[src/vector_cosine_similarity_core_assert.svh]
// ---------------------------------------------------------------------------
// assertion macros for the cosine similarity core
// ---------------------------------------------------------------------------
`ifndef VECTOR_COSINE_SIMILARITY_CORE_ASSERT_SVH
`define VECTOR_COSINE_SIMILARITY_CORE_ASSERT_SVH

`ifndef SYNTHESIS

// same-cycle implication, disabled during reset
`define VCS_ASSERT_IMPL(label, clk, rst_n, ante, cons) \
    label: assert property (@(posedge clk) disable iff (!rst_n) (ante) |-> (cons)) \
        else $error("vcs assertion failed");

// next-cycle implication, disabled during reset
`define VCS_ASSERT_NEXT(label, clk, rst_n, ante, cons) \
    label: assert property (@(posedge clk) disable iff (!rst_n) (ante) |=> (cons)) \
        else $error("vcs assertion failed");

`else

`define VCS_ASSERT_IMPL(label, clk, rst_n, ante, cons)
`define VCS_ASSERT_NEXT(label, clk, rst_n, ante, cons)

`endif

`endif

[src/vcs_pkg.sv]
// ---------------------------------------------------------------------------
// vcs_pkg
// shared widths and types of the cosine similarity core
// ---------------------------------------------------------------------------
package vcs_pkg;

    // element and sum widths
    localparam int DATA_W  = 16;
    localparam int DOT_W   = 48;
    localparam int NORM_W  = 47;
    localparam int PAB_W   = 2 * DATA_W;
    localparam int PSQ_W   = 2 * DATA_W - 1;

    // cosine unit widths
    localparam int HALF_W  = 24;
    localparam int WORD_W  = 2 * HALF_W;
    localparam int PROD_W  = 2 * NORM_W;
    localparam int MSQ_W   = 2 * WORD_W;
    localparam int CMP_W   = 128;
    localparam int FRAC_SH = 30;
    localparam int Q_W     = 16;

    // queue between accumulator and cosine unit
    localparam int FIFO_DEPTH = 2;
    localparam int FIFO_AW    = $clog2(FIFO_DEPTH);
    localparam int FIFO_CW    = $clog2(FIFO_DEPTH + 1);

    // finished sums of one vector pair
    typedef struct packed {
        logic signed [DOT_W-1:0] dot;
        logic [NORM_W-1:0]       na;
        logic [NORM_W-1:0]       nb;
    } t_sums;

endpackage

[src/vcs_front.sv]
// ---------------------------------------------------------------------------
// vcs_front
// accepts element pairs, squares and multiplies them, keeps saturating sums
// and hands the finished sums of each vector to the queue
// ---------------------------------------------------------------------------
module vcs_front (
    input  logic                                i_clk,
    input  logic                                i_rst_n,
    input  logic                                i_in_valid,
    output logic                                o_in_ready,
    input  logic signed [vcs_pkg::DATA_W-1:0]   i_a_value,
    input  logic signed [vcs_pkg::DATA_W-1:0]   i_b_value,
    input  logic                                i_last,
    input  logic [vcs_pkg::FIFO_CW-1:0]         i_fifo_count,
    output logic                                o_push,
    output vcs_pkg::t_sums                      o_push_data
);

    logic                                r_s1_valid;
    logic                                r_s1_last;
    logic signed [vcs_pkg::PAB_W-1:0]    r_pab;
    logic [vcs_pkg::PSQ_W-1:0]           r_paa;
    logic [vcs_pkg::PSQ_W-1:0]           r_pbb;
    logic signed [vcs_pkg::DOT_W-1:0]    r_dot;
    logic [vcs_pkg::NORM_W-1:0]          r_na;
    logic [vcs_pkg::NORM_W-1:0]          r_nb;

    logic                                w_accept;
    logic [vcs_pkg::FIFO_CW:0]           w_reserved;
    logic signed [vcs_pkg::PAB_W-1:0]    w_ab;
    logic signed [vcs_pkg::PAB_W-1:0]    w_aa;
    logic signed [vcs_pkg::PAB_W-1:0]    w_bb;
    logic signed [vcs_pkg::DOT_W:0]      w_dot_sum;
    logic [vcs_pkg::NORM_W:0]            w_na_sum;
    logic [vcs_pkg::NORM_W:0]            w_nb_sum;
    vcs_pkg::t_sums                      w_next;

    // a queue slot is held for a last beat still in the product stage
    assign w_reserved = (vcs_pkg::FIFO_CW+1)'(i_fifo_count)
                      + (vcs_pkg::FIFO_CW+1)'(r_s1_valid & r_s1_last);
    assign o_in_ready = (w_reserved < (vcs_pkg::FIFO_CW+1)'(vcs_pkg::FIFO_DEPTH));
    assign w_accept   = i_in_valid & o_in_ready;

    // element products
    assign w_ab = i_a_value * i_b_value;
    assign w_aa = i_a_value * i_a_value;
    assign w_bb = i_b_value * i_b_value;

    // saturating sums
    assign w_dot_sum = (vcs_pkg::DOT_W+1)'(r_dot) + (vcs_pkg::DOT_W+1)'(r_pab);
    assign w_na_sum  = (vcs_pkg::NORM_W+1)'(r_na) + (vcs_pkg::NORM_W+1)'(r_paa);
    assign w_nb_sum  = (vcs_pkg::NORM_W+1)'(r_nb) + (vcs_pkg::NORM_W+1)'(r_pbb);

    always_comb begin
        if (w_dot_sum[vcs_pkg::DOT_W] != w_dot_sum[vcs_pkg::DOT_W-1]) begin
            w_next.dot = w_dot_sum[vcs_pkg::DOT_W] ?
                         {1'b1, {(vcs_pkg::DOT_W-1){1'b0}}} :
                         {1'b0, {(vcs_pkg::DOT_W-1){1'b1}}};
        end else begin
            w_next.dot = w_dot_sum[vcs_pkg::DOT_W-1:0];
        end
        w_next.na = w_na_sum[vcs_pkg::NORM_W] ? '1 : w_na_sum[vcs_pkg::NORM_W-1:0];
        w_next.nb = w_nb_sum[vcs_pkg::NORM_W] ? '1 : w_nb_sum[vcs_pkg::NORM_W-1:0];
    end

    assign o_push      = r_s1_valid & r_s1_last;
    assign o_push_data = w_next;

    // product stage
    always_ff @(posedge i_clk) begin
        if (!i_rst_n) begin
            r_s1_valid <= 1'b0;
        end else begin
            r_s1_valid <= w_accept;
        end
        if (w_accept) begin
            r_s1_last <= i_last;
            r_pab     <= w_ab;
            r_paa     <= w_aa[vcs_pkg::PSQ_W-1:0];
            r_pbb     <= w_bb[vcs_pkg::PSQ_W-1:0];
        end
    end

    // accumulators, cleared after the last beat of a vector
    always_ff @(posedge i_clk) begin
        if (!i_rst_n) begin
            r_dot <= '0;
            r_na  <= '0;
            r_nb  <= '0;
        end else if (r_s1_valid) begin
            if (r_s1_last) begin
                r_dot <= '0;
                r_na  <= '0;
                r_nb  <= '0;
            end else begin
                r_dot <= w_next.dot;
                r_na  <= w_next.na;
                r_nb  <= w_next.nb;
            end
        end
    end

endmodule

[config.mk]
export PLATFORM = sky130hd
export DESIGN_NAME = vcs_front
export DESIGN_NICKNAME = d
export VERILOG_FILES = /design/src/vector_cosine_similarity_core_assert.svh /design/src/vcs_pkg.sv /design/src/vcs_front.sv
export SDC_FILE = /design/constraint.sdc
export NUM_CORES = 2
export LEC_CHECK = 0
export BUFFER_PORTS_ARGS = -buffer_cell sky130_fd_sc_hd__buf_4
export CAP_MARGIN = 40
export CELL_PAD_IN_SITES_DETAIL_PLACEMENT = 1
export CELL_PAD_IN_SITES_GLOBAL_PLACEMENT = 1
export CORE_MARGIN = 3
export CORE_UTILIZATION = 50
export DETAILED_ROUTE_END_ITERATION = 16
export HOLD_SLACK_MARGIN = 0.02
export PLACE_DENSITY_LB_ADDON = 0.1
export SETUP_SLACK_MARGIN = 0.05
export SYNTH_ARGS = -nofsm -noshare
export SYNTH_HDL_FRONTEND = slang
export SYNTH_SLANG_ARGS = --single-unit
[constraint.sdc]
create_clock -name i_clk -period 10.7 [get_ports i_clk]
set_clock_uncertainty 0.15 [all_clocks]
set_input_delay 2.14 -clock i_clk [delete_from_list [all_inputs] [get_ports i_clk]]
set_output_delay 2.14 -clock i_clk [all_outputs]
set_load 0.02 [all_outputs]
**Word level (Yosys, flattened, before mapping)**

Cells that the tools add are included.
Widths: inputs -> output; s select.

- Register bits: 238
- Bits of input ports: 38
- Output and inout port bits: 144
- Word-level logic and storage cells: 27

- $add $sub $neg: 4
- Multiply operators: 3
- Magnitude comparators: 1
- Eq/ne operators: 1
- Mux-type cells: 7
- Bitwise operators: 3

Operator list:

| cell | number |
|---|---|
| $mux 47 | 4 |
| $mux 48 | 3 |
| $add 47x31->48 | 2 |
| $mul 16x16->31 | 2 |
| $add 48x32->49 | 1 |
| $mul 16x16->32 | 1 |
| $add 2x1->3 | 1 |
| $and 1x1->1 | 3 |
| $lt 3x2->1 const B | 1 |
| $ne 1x1->1 | 1 |

**Longest topological paths before layout**

- Word-level depth: 4
- Gate-level depth with buffers: 27
- Gate-level depth less buffers: 25

**Worst setup path after synthesis**

Ideal clock, no wire load.

- Path type: input to register
- Start: in i_b_value[7] in the netlist's numbering
- End: reg r_pab[30] in the netlist's numbering, data pin
- Setup time: 262 ps
- Arrival time: 7892 ps
- Required time: 10288 ps
- Slack: 2396 ps
- Cell stages on the path: 24
- Path buffers: 2
- Cell sequence: clkbuf_1 clkbuf_1 nand2_1 fa_1 inv_1 fa_1 inv_1 fa_1 inv_1 fa_1 fa_1 inv_1 fa_1 inv_1 ha_1 nand3_1 nor2_1 nand2_1 o21ai_0 a31oi_1 o41ai_1 a211oi_1 o21bai_1 xor2_1

- Longest elaborated chain between the ends: 1

RTL lines:

| element | line | RTL |
|---|---|---|
| start: declaration | vcs_front.sv:12 | `input logic signed [vcs_pkg::DATA_W-1:0] i_b_value,` |
| $mul 16x16->32 | vcs_front.sv:45 | `assign w_ab = i_a_value * i_b_value;` |
| via w_ab (one bit) | vcs_front.sv:30 | `logic signed [vcs_pkg::PAB_W-1:0] w_ab;` |
| end signal: assignment | vcs_front.sv:78 | `r_pab <= w_ab;` |
| end: declaration | vcs_front.sv:21 | `logic signed [vcs_pkg::PAB_W-1:0] r_pab;` |

The timed path passes the listed nets, and every way through them passes these cells.
A chain may end at the register's enable or synchronous reset.

**Final worst setup path**

- Start: in i_a_value[15] in the netlist's numbering
- End: reg r_pab[31] in the netlist's numbering, data pin

- Longest elaborated chain between the ends: 1

RTL lines:

| element | line | RTL |
|---|---|---|
| start: declaration | vcs_front.sv:11 | `input logic signed [vcs_pkg::DATA_W-1:0] i_a_value,` |
| $mul 16x16->32 | vcs_front.sv:45 |  |
| via w_ab (one bit) | vcs_front.sv:30 |  |

The timed path passes the listed nets, and every way through them passes these cells.

==> reports/results.ini <==
[placement]
io_buffers = 181
gp_congestion = 0.885
dp_hpwl_um = 93500
dp.cells = 5807

[sta]
min_period_ns = 8.72
tightestPinTransition_ns = 0.960
slew-limit-headroom_pct = 36.0
hold_viol = 0
hold_slack_ns = 0.331
setup_violations = 0
fin_setup_tns_ns = 0
rsz0062_at_grt = no
timing.fmax_mhz = 115
slew_viol_final = 0
period_share_pct = 81.5

[floorplan]
die_h_um = 296
fp.dieArea_um2 = 87800
io_pins = 182
core-area_um2 = 82800
start_util_pct = 50.9
rows = 105
die_x_um = 296

[synth]
synth_area_per_cell_um2 = 8.92
synth_top_flop_cell = dfxtp_1
async_flop_share_pct = 0
synth_fa_ha_area_share_pct = 45.0
synth_xor_xnor_area_share_pct = 4.97
yosysWarnings = 0
muxShareOfSynthArea_pct = 0.327
yosysSeqAreaShare_pct = 13.4
synth_compound_area_share_pct = 12.3
synthSimpleGateAreaFrac_pct = 13.3
synth_top_family_by_area = adder cells
synth_edf_count = 93
syn_inst = 4724
syn-cell-area_um2 = 42100
synthDistinctLibCells = 78
synth_seq_cells = 236
synth_nets = 5846

[clock_network]
insertion_delay_ns = 0.55
clk_path_buf_depth = 3
cts_tree = done
clkSinkCount = 236
postCtsResizedCells = 0
cts-root-buf = clkbuf_16
cts_buffers = 34
clkTransAtPathRegs_ns = 0.06
cts_setup_buffers = 0
ctsHoldBuffers = 0
htreeDepth = 2

[detailed_routing]
first_iter_violations = 1384
avgViaCountPerCell = 5.56
wl_met1_um = 49900
dr.max_layer_used = met4
wl_met2_um = 59400
wl_met3_um = 4220
vias = 32600
dr.pass1.iters = 5
drcViolationCount = 0
routedWlPerCell_um = 19.9
antenna_left = 0
wirelength_um = 117000

[setup_path]
slowest_delay_ns = 0.92
crit_buf_inv = 4
worstPathCellList = buf_4, clkinv_1, nor2_1, fa_1, fa_1, fa_1, fa_1, fa_1, inv_1, fa_1, inv_1, ha_1, nand3_1, nor3_1, nand3_1, a21oi_1, nor2_1, o2111ai_1, a21oi_1, xnor2_1
cp-end-kind = flip-flop
crit_family = adder cells
r2r-end = r_dot[15]
r2r_slack_ns = 6.01
cp.required_ns = 10.82
worstPathArrival_ns = 8.83
r2r_cells = 13
crit_path_start_kind = primary input
r2r_start = r_pab[31]
slowest_stage = fa_1
critPathMostFrequentCell = fa_1
path_class = in -> reg
worstPathMaxFanout = 31

[global_routing]
overflow = 0
grt_pass1_wl_um = 193000
grt_max_degree = 69
grtUsageTotal_pct = 27.6
grt_pass1_vias = 36600
antenna_found_initial = 1

[status]
status = completed

[cells_and_area]
final_util_pct = 54.9
fillers = 9691
syn2layout_area_growth_pct = 7.87
layout_common_cells = inv_1 (982), fa_1 (720), nand2_1 (519), ha_1 (364), nor2_1 (224)
final_cells = 5870
drive_above_1_share_pct = 6.71
fin_nets = 5895
final_common_cell = inv_1

[worst_hold_path]
hp-start = r_na[19]
hold_path.class = reg -> reg
min_delay_path_depth = 1
hold_end = r_na[19]

[job]
drv_cap = 0

-- routing by layer --
layer	vias up	GRT usage [%]
li1	15000	-
met2	585	49.6
met4	0	7.29
met1	16900	35.9
met5	-	0
met3	165	2.36
-- sequential cells by signal, summed over array words and instances (netlist names) --
name        count
r_dot          48
r_na           47
r_nb           47
r_pab          32
r_paa          30
r_pbb          30
r_s1_last       1
r_s1_valid      1
-- how the worst max path moves through the flow --
stage | startpoint | end | slack [ns] | cells after the start
floorplan | i_b_value[7] | r_pab[30] | 2.40 | 24
global placement | i_a_value[15] | r_pab[31] | 1.62 | 20
detailed placement | i_b_value[2] | r_pbb[30] | 1.46 | 22
CTS | i_a_value[15] | r_pab[31] | 2.02 | 20
global route | i_b_value[15] | r_pbb[30] | 1.54 | 20
finish | i_a_value[15] | r_pab[31] | 1.98 | 20
-- area by class of cell --
type                       count  area [µm²]  area share, %
antenna                        1        2.50        0.00551
clock buffer                  43         905           1.99
clock inverter                19         228          0.501
inverter                     989        3710           8.17
multi-input combinational   3307       32000           70.4
sequential                   236        5660           12.4
tap                         1070        1340           2.95
timing repair buffer         205        1590           3.50
-- cells in the mapped netlist (all sizes together), types with 76 or more instances --
cell,count,area share (%)
ha,364,11
nand2,519,4.6
edfxtp,93,6.6
a21o,90,1.6
xor2,76,1.6
fa,720,34
inv,982,8.7
xnor2,163,3.4
nor2,224,2.0
a21oi,194,2.3
and2,191,2.8
clkbuf,167,1.5
o21ai,153,1.8
dfxtp,143,6.8
-- per-stage QoR --
stage	area [µm²]	setup slack, ns
floorplan	42100	2.40
CTS	45400	2.02
detailed placement	44300	1.46
finish	45400	1.98
global route	45400	1.54
global placement	44200	1.62
-- kinds of logic after synthesis --
| group | count (synthesis) |
|---|---|
| compound gates | 767 |
| xor+xnor | 239 |
| fa+ha+maj | 1084 |
| buf+inv | 1181 |
| flops | 236 |
| mux | 13 |
| simple gates | 1204 |
Power is not shown: default switching activity piles up to over one toggle a cycle in this logic, so the estimate is an artifact.
