$ cat config.mk
export PLATFORM = sky130hd
export DESIGN_NAME = vcs_fifo
export DESIGN_NICKNAME = d
export VERILOG_FILES = /design/src/vector_cosine_similarity_core_assert.svh /design/src/vcs_pkg.sv /design/src/vcs_fifo.sv
export SDC_FILE = /design/constraint.sdc
export NUM_CORES = 1
export LEC_CHECK = 0
export BUFFER_PORTS_ARGS = -buffer_cell sky130_fd_sc_hd__buf_2
export CAP_MARGIN = 40
export CELL_PAD_IN_SITES_DETAIL_PLACEMENT = 1
export CELL_PAD_IN_SITES_GLOBAL_PLACEMENT = 1
export CORE_AREA = 2 2 153 155
export DETAILED_ROUTE_END_ITERATION = 16
export DIE_AREA = 0 0 155 157
export HOLD_SLACK_MARGIN = 0.15
export PLACE_DENSITY = 0.95
export SYNTH_ARGS = -nofsm -noshare
export SYNTH_HDL_FRONTEND = slang
export SYNTH_SLANG_ARGS = --single-unit
$ cat constraint.sdc
create_clock -name i_clk -period 10.31 [get_ports i_clk]
set_input_delay 0.5155 -clock i_clk [delete_from_list [all_inputs] [get_ports i_clk]]
set_output_delay 0.5155 -clock i_clk [all_outputs]
set_load 0.005 [all_outputs]
$ cat src/vector_cosine_similarity_core_assert.svh
// ---------------------------------------------------------------------------
// assertion macros for the cosine similarity core
// ---------------------------------------------------------------------------
`ifndef VECTOR_COSINE_SIMILARITY_CORE_ASSERT_SVH
`define VECTOR_COSINE_SIMILARITY_CORE_ASSERT_SVH

`ifndef SYNTHESIS

// same-cycle implication, disabled during reset
`define VCS_ASSERT_IMPL(label, clk, rst_n, ante, cons) \
    label: assert property (@(posedge clk) disable iff (!rst_n) (ante) |-> (cons)) \
        else $error("vcs assertion failed");

// next-cycle implication, disabled during reset
`define VCS_ASSERT_NEXT(label, clk, rst_n, ante, cons) \
    label: assert property (@(posedge clk) disable iff (!rst_n) (ante) |=> (cons)) \
        else $error("vcs assertion failed");

`else

`define VCS_ASSERT_IMPL(label, clk, rst_n, ante, cons)
`define VCS_ASSERT_NEXT(label, clk, rst_n, ante, cons)

`endif

`endif

$ cat src/vcs_pkg.sv
// ---------------------------------------------------------------------------
// vcs_pkg
// shared widths and types of the cosine similarity core
// ---------------------------------------------------------------------------
package vcs_pkg;

    // element and sum widths
    localparam int DATA_W  = 16;
    localparam int DOT_W   = 48;
    localparam int NORM_W  = 47;
    localparam int PAB_W   = 2 * DATA_W;
    localparam int PSQ_W   = 2 * DATA_W - 1;

    // cosine unit widths
    localparam int HALF_W  = 24;
    localparam int WORD_W  = 2 * HALF_W;
    localparam int PROD_W  = 2 * NORM_W;
    localparam int MSQ_W   = 2 * WORD_W;
    localparam int CMP_W   = 128;
    localparam int FRAC_SH = 30;
    localparam int Q_W     = 16;

    // queue between accumulator and cosine unit
    localparam int FIFO_DEPTH = 2;
    localparam int FIFO_AW    = $clog2(FIFO_DEPTH);
    localparam int FIFO_CW    = $clog2(FIFO_DEPTH + 1);

    // finished sums of one vector pair
    typedef struct packed {
        logic signed [DOT_W-1:0] dot;
        logic [NORM_W-1:0]       na;
        logic [NORM_W-1:0]       nb;
    } t_sums;

endpackage

$ cat src/vcs_fifo.sv
// ---------------------------------------------------------------------------
// vcs_fifo
// short queue of finished sums between accumulator and cosine unit
// ---------------------------------------------------------------------------
module vcs_fifo (
    input  logic                          i_clk,
    input  logic                          i_rst_n,
    input  logic                          i_push,
    input  vcs_pkg::t_sums                i_data,
    input  logic                          i_pop,
    output vcs_pkg::t_sums                o_data,
    output logic                          o_not_empty,
    output logic [vcs_pkg::FIFO_CW-1:0]   o_count
);

    vcs_pkg::t_sums                   r_mem [vcs_pkg::FIFO_DEPTH];
    logic [vcs_pkg::FIFO_AW-1:0]      r_wr_ptr;
    logic [vcs_pkg::FIFO_AW-1:0]      r_rd_ptr;
    logic [vcs_pkg::FIFO_CW-1:0]      r_count;

    assign o_data      = r_mem[r_rd_ptr];
    assign o_not_empty = (r_count != '0);
    assign o_count     = r_count;

    // storage
    always_ff @(posedge i_clk) begin
        if (i_push) begin
            r_mem[r_wr_ptr] <= i_data;
        end
    end

    // pointers and fill count
    always_ff @(posedge i_clk) begin
        if (!i_rst_n) begin
            r_wr_ptr <= '0;
            r_rd_ptr <= '0;
            r_count  <= '0;
        end else begin
            if (i_push) begin
                r_wr_ptr <= r_wr_ptr + 1'b1;
            end
            if (i_pop) begin
                r_rd_ptr <= r_rd_ptr + 1'b1;
            end
            case ({i_push, i_pop})
                2'b10:   r_count <= r_count + 1'b1;
                2'b01:   r_count <= r_count - 1'b1;
                default: r_count <= r_count;
            endcase
        end
    end

endmodule

## Word level (Yosys, flattened, before mapping)

Memories as Yosys holds them, arrays and structs flattened. A register that Yosys moved wholly into a read port is not among the register bits.
Index checks and enable logic that the tools add are counted.

- $add $sub $neg: 4
- Eq/ne operators: 2
- Muxes and demuxes: 5
- Reduce and logical (&&, ||, !) cells: 2

Operator list:

| kind | count |
|---|---|
| 2-to-1 mux 1 bit | 4 |
| one-hot mux 2 bit (2 select lines) | 1 |
| nonzero test 2 bit | 2 |
| adder 1 bit, second input constant | 2 |
| adder 2 x 1 -> 2 bit, second input constant | 1 |
| == test 2 x 1 -> 1 bit, second input constant | 1 |
| == test 2 bit, second input constant | 1 |
| subtractor 2 x 1 -> 2 bit, second input constant | 1 |

- Bits in registers: 4
- Memory bits (writable): 284
- Output and inout port bits: 145
- Word-level logic and storage cells: 17
- Memories kept: 1

Memories:

| name | depth | width | read ports | clocked after Yosys merged registers in | wr ports | RTL line | source |
|---|---|---|---|---|---|---|---|
| r_mem | 2 | 142 | 1 | 1 | 1 | vcs_fifo.sv:16 | `vcs_pkg::t_sums r_mem [vcs_pkg::FIFO_DEPTH];` |

## Depth between registers and ports, before layout

Gate-level depths: netlist (run 1).

- Depth in word-level cells: 3
- Depth in mapped cells: 5
- Gate-level depth less buffers: 5

## Worst setup path after synthesis (run 1)

No wires, ideal clock.

- Kind: input to register
- Start: input port i_push
- End: memory r_mem[0][0] (netlist name), enable pin
- Library setup time: 0.651 ns
- Arrival time: 6.551 ns
- Setup slack: 3.109 ns
- Cell stages on the path: 2
- Path buffers: 0
- Cells stage by stage: inv_1 > nor2_1

- Longest elaborated chain between the ends: 2

RTL lines:

| what | RTL line | source |
|---|---|---|
| from (decl) | vcs_fifo.sv:8 | `input logic i_push,` |
| 2-to-1 mux 1 bit | vcs_fifo.sv:27 | `if (i_push) begin` |
| 2-to-1 mux 1 bit (not written as such) | vcs_fifo.sv:28 | `r_mem[r_wr_ptr] <= i_data;` |
| to (decl) | vcs_fifo.sv:16 |  |

Every way passes these cells.

==> results of run 1 <==
-- state kept, by name (all words and copies together), names as in the netlist, named ones only --
register / count
r_rd_ptr: 1
o_count: 2
r_mem: 284
r_wr_ptr: 1
-- through the flow --
| stage | util, % | total power [uW] | cells | setup WS (ns) | hold slack (ns) |
|---|---|---|---|---|---|
| finish | 61.7 | 2620 | 1122 | 7.42 | 0.175 |
| floorplan | - | 1560 | 463 | 3.11 | 0.481 |
| CTS | 61.7 | 2640 | 1119 | 7.38 | 0.150 |
| global route | 61.7 | 2700 | 1121 | 7.29 | 0.153 |
| detailed placement | 56.3 | 1680 | 1033 | 7.89 | 0.562 |
| global placement | 55.5 | 1650 | 1027 | 7.42 | 0.499 |
-- power by group --
group          internal (uW)  switching, uW  total (uW)
clock                    541            408         949
combinational            157            128         285
sequential              1360           22.4        1380
-- cell usage in the layout (no fill, tap or decap) --
cell type and count:
or2_2 1, nor2_4 1, mux2_4 80, o21ai_0 1, and2_4 1, dfxtp_4 1, buf_16 6, inv_1 1
dlygate4sd3_1 37, clkbuf_1 8, xnor2_1 2, buf_2 290, clkinv_1 5, o21a_1 1, xor2_1 1, clkbuf_16 31
or3_1 1, dfxtp_1 4, ha_1 1, nor2b_1 1, and2_1 3, clkinvlp_4 1, mux2_2 62, clkinv_2 4
diode_2 3, a21boi_1 1, buf_4 5, edfxtp_1 284
-- repair_timing --
item / 4_1_cts / 5_1_grt
buffers inserted: 0 / 0
endpoints found under the hold margin: 72 / 0
gates resized for setup: 0 / 0
hold buffers: 37 / 0
-- worst max-delay path by stage --
stage,startpoint,end,slack (ns)
after floorplan,i_push,r_mem[0][0]$_DFFE_PP_,3.11
after global placement,i_push,r_mem[0][1]$_DFFE_PP_,7.42
after detailed placement,i_push,r_mem[0][12]$_DFFE_PP_,7.89
after CTS,flop,o_data[37],7.38
after global routing,flop,o_data[45],7.29
final,flop,o_data[45],7.42
-- layout make-up --
class	count	area [um^2]	share of cell area [%]
Tap cell	285	357	2.57
Clock inverter	10	46.3	0.333
Inverter	1	3.75	0.0270
Sequential cell	289	8630	62.1
Antenna cell	3	7.51	0.0540
Multi-Input combinational cell	157	2020	14.5
Timing Repair Buffer	338	2020	14.6
Clock buffer	39	806	5.80
-- routing by layer --
| layer | GRT usage [%] | vias to the layer above | routed length [um] |
|---|---|---|---|
| met4 | 5.95 | 2 | 650 |
| met3 | 5.01 | 53 | 1660 |
| li1 | - | 2549 | - |
| met2 | 35.8 | 238 | 12900 |
| met1 | 20.8 | 2781 | 8740 |
| met5 | 0 | - | 13 |
-- cell families after synthesis --
logic type,after synthesis
compound gates,3
xor+xnor,3
fa+ha+maj,1
buf+inv,17
flops,289
mux,142
simple gates,8
==> impl_metrics.toml, run 1 <==
[hold_path]
holdPathStages = 1
hp-start = "i_data[107]"
min_path_type = "primary input to flop"
hold_end = "r_mem[0][107]$_DFFE_PP_"

[cells_and_area]
area_growth_pct = 28.9
final_cell_area_um2 = 13900
fillers = 1977
drive_gt1_share_pct = 57.9
nets = 964

[route]
drtIter0Drc = 224
via_per_inst = 5.01
detail_route.first_pass.iterations = 4
num_vias = 5623
wl_um = 24000
drc = 0
wire_per_inst_um = 21.4
antenna_left = 0

[power]
p_leak_uw = 0.00540
pwr_density_cell_nw_per_um2 = 188
ir_drop_mv = 0.128

[synthesis]
ys_types = 18
synthDominantCellAreaShare_pct = 79.1
synth_top_area_cell = "edfxtp_1"
synth_area_leaders = "edfxtp_1, mux2_4, mux2_2, buf_6, dfxtp_1"
ys_seq_area_share_pct = 80.0
syn_nets = 610
avgSynthCellArea_um2 = 23.3
ys_async_sr_fraction_pct = 0
synth_top_family_by_area = "multiplexers"
synth.cell_area_um2 = 10800
synth_cells = 463
synthAdderAreaFrac_pct = 0.116
muxShareOfSynthArea_pct = 17.6
ys_top_cells_by_count = "edfxtp_1, mux2_4, mux2_2"
synth_flop_cell = "edfxtp_1"
synth_xor_area_share_pct = 0.244
synth_seq_cells = 289
synth_warnings = 0
synthSimpleGateAreaFrac_pct = 0.441
yosysMostFrequentCell = "edfxtp_1"
synth-compound-area-share_pct = 0.186
synth_edf_count = 284

[setup_path]
crit_cells = 4
critPathMaxFanout = 55
cp_data_arrival_time_ns = 2.38
r2r_setup_slack_ns = 8.17
crit-reg2reg-launch = "r_wr_ptr$_SDFFE_PN0P_"
crit_family = "buffers and inverters"
cpPeakStageDelay_ns = 0.61
crit_path_end_kind = "output pin"
cp_slowest_cell = "dfxtp_4"
r2r_end = "r_mem[1][62]$_DFFE_PP_"
worstRegToRegCells = 4
path_cells = "buf_4 -> buf_16 -> mux2_2 -> buf_2"
worst-setup-path-type = "flop to output pin"
timing.critical_path.buf_inv = 3
start_kind = "flop"
crit_required_ns = 9.79

[clock_tree]
clk_pin_slew_worst_paths_ns = 0.06
cts_tree = "done"
clock_latency_ns = 0.54
cts_sinks = 289
htree_num_levels = 1
clockBufferDepth = 3
numCtsBuffers = 30
cts_root_buf = "clkbuf_16"

[global_routing]
grt_pass1_wl_um = 35200
grt.total_usage_pct = 19.0
grt_pass1_vias = 6322
grt_max_degree = 67
gr-total-overflow = 0
antenna_found_initial = 4

[sta]
drv_slew = 0
skew_ns = 0.0132
post-route-period-util_pct = 28.1
min_period_ns = 2.89
fmax_mhz = 346
rsz0062_at_grt = "no"
tightest_slew_ns = 0.419
slew_headroom_pct = 72.0
finalSetupViolCount = 0
final-hold-violation-count = 0
final.setup.tns_ns = 0

[placement]
dp_hpwl_um = 15800
port_buffers = 290
gp_congestion = 0.734
post_dp_cell_area_um2 = 12700

[die]
fp.dieH_um = 157
row_count = 55
start_util_pct = 47.9
die-area_um2 = 24300
pin_count = 291
core_um2 = 22500
die_w_um = 155

[outcome]
status = "finished, final reports clean"

[flow_run]
cap_violations = 0
(Power assumes the default switching activity.)
==> inputs of run 2 (changes only) <==
Settings changed: CORE_AREA 2 2 153 155 to 2 2 168 170, DIE_AREA 0 0 155 157 to 0 0 170 172, PLACE_DENSITY 0.95 to 0.86.
Clock period 10.31 ns to 2.6 ns, I/O delays scaled along.
==> run 2 against run 1 <==
Against the previous run: clock skew is 0.0034 ns lower; power grew to 4.1 times the previous value; register-to-register slack worse by 7.1 ns; hold slack better by 0.13 ns; critical endpoint is now o_data[81].
==> impl_metrics.toml, run 2 (synthesis results as in run 1) <==
[hold_path]
hp-start = "i_data[45]"
min_path_type = "primary input to flop"

[route]
drtIter0Drc = 240
via_per_inst = 4.71
num_vias = 6122
detail_route.first_pass.iterations = 4
wl_um = 27600
antenna_left = 0
drc = 0
wire_per_inst_um = 21.2

[cells_and_area]
area_growth_pct = 40.1
nets = 1076
largest_register = "r_mem"
drive_gt1_share_pct = 51.9
final_cell_mix = "buf_2, edfxtp_1, dlygate4sd3_1"
post-route-util_pct = 55.0
layout_commonest_cell = "buf_2"
largest_reg_flops = 284
stdcell_count = 1299

[sta]
slew_headroom_pct = 64.1
min_period_ns = 2.24
final-hold-violation-count = 0
drv_slew = 0
fmax_mhz = 447
skew_ns = 0.00977
finalSetupViolCount = 0
post-route-period-util_pct = 86.0
rsz0062_at_grt = "no"
tightest_slew_ns = 0.539
layout_setup_ws_ns = 0.365
final.setup.tns_ns = 0

[setup_path]
crit_path_end_kind = "output pin"
r2r_end = "r_mem[1][18]$_DFFE_PP_"
crit_required_ns = 2.47
cp_data_arrival_time_ns = 2.11
critPathMaxFanout = 31
worst-setup-path-type = "flop to output pin"
crit-reg2reg-launch = "r_wr_ptr$_SDFFE_PN0P_"
crit_end = "o_data[81]"
worstRegToRegCells = 2
r2r_setup_slack_ns = 1.10
start_kind = "flop"

[clock_tree]
cts_hold_buf = 146
clk_pin_slew_worst_paths_ns = 0.06
post_cts_resized = 0
cts_setup_buffers = 0
cts_root_buf = "clkbuf_16"
clock_latency_ns = 0.55
htree_num_levels = 1
cts_tree = "done"
cts_sinks = 289
numCtsBuffers = 30
clockBufferDepth = 3

[die]
fp.dieH_um = 172
start_util_pct = 39.2
row_count = 61
core_um2 = 27500
die-area_um2 = 29200
pin_count = 291
die_w_um = 170

[placement]
dp_hpwl_um = 15900
placedCellCount = 1097
gp_congestion = 0.719
dp_slack_ns = 0.887
port_buffers = 290

[outcome]
status = "finished, final reports clean"

[power]
pwr_density_cell_nw_per_um2 = 714
p_total_uw = 10800
ir_drop_mv = 0.582
p_leak_uw = 0.00589

[global_routing]
gr-total-overflow = 0
antenna_found_initial = 0
grt_pass1_wl_um = 40700
grt_max_degree = 79
grt.total_usage_pct = 18.4
grt_pass1_vias = 7074

[flow_run]
cap_violations = 0
-- run 2: how the worst min path moves through the flow --
stage	to	slack [ns]	cells after the start
final	r_mem[1][45]$_DFFE_PP_	0.30	2
after global routing	r_mem[1][63]$_DFFE_PP_	0.28	2
after CTS	r_mem[1][6]$_DFFE_PP_	0.27	2
after detailed placement	r_mem[1][6]$_DFFE_PP_	0.32	1
after global placement	r_mem[0][41]$_DFFE_PP_	0.32	1
after floorplan	r_mem[0][0]$_DFFE_PP_	0.23	0
-- run 2: layout make-up --
type	count	area (um^2)
Sequential cell	289	8630
Clock buffer	37	798
Antenna cell	1	2.50
Fill cell	2554	12400
Multi-Input combinational cell	157	2020
Inverter	1	3.75
Timing Repair Buffer	450	3110
Clock inverter	18	116
Tap cell	346	433
-- run 2: per-layer routing --
metal	GRT usage (%)	routed length [um]	vias to the layer above
met1	19.7	10000	3059
li1	-	-	2773
met4	6.28	821	0
met3	4.26	1590	56
met2	35.4	15100	234
met5	0	0	-
-- run 2: per-stage QoR --
step	instance area (um^2)	hold slack, ns
6_report	15100	0.301
5_1_grt	15100	0.285
4_1_cts	15100	0.272
3_5_place_dp	12700	0.321
3_3_place_gp	12700	0.318
2_1_floorplan	10800	0.229
-- run 2: power breakdown --
part	total (uW)	switching [uW]	leakage [uW]	internal (uW)
clock	4030	1760	0.000448	2270
combinational	1280	548	0.00273	730
sequential	5490	96.9	0.00271	5390
-- run 2: worst max-delay path: stages, from the launching register on --
cell and delay, ns:
dfxtp_4 0.67, buf_4 0.39, mux2_4 0.34, buf_2 0.13
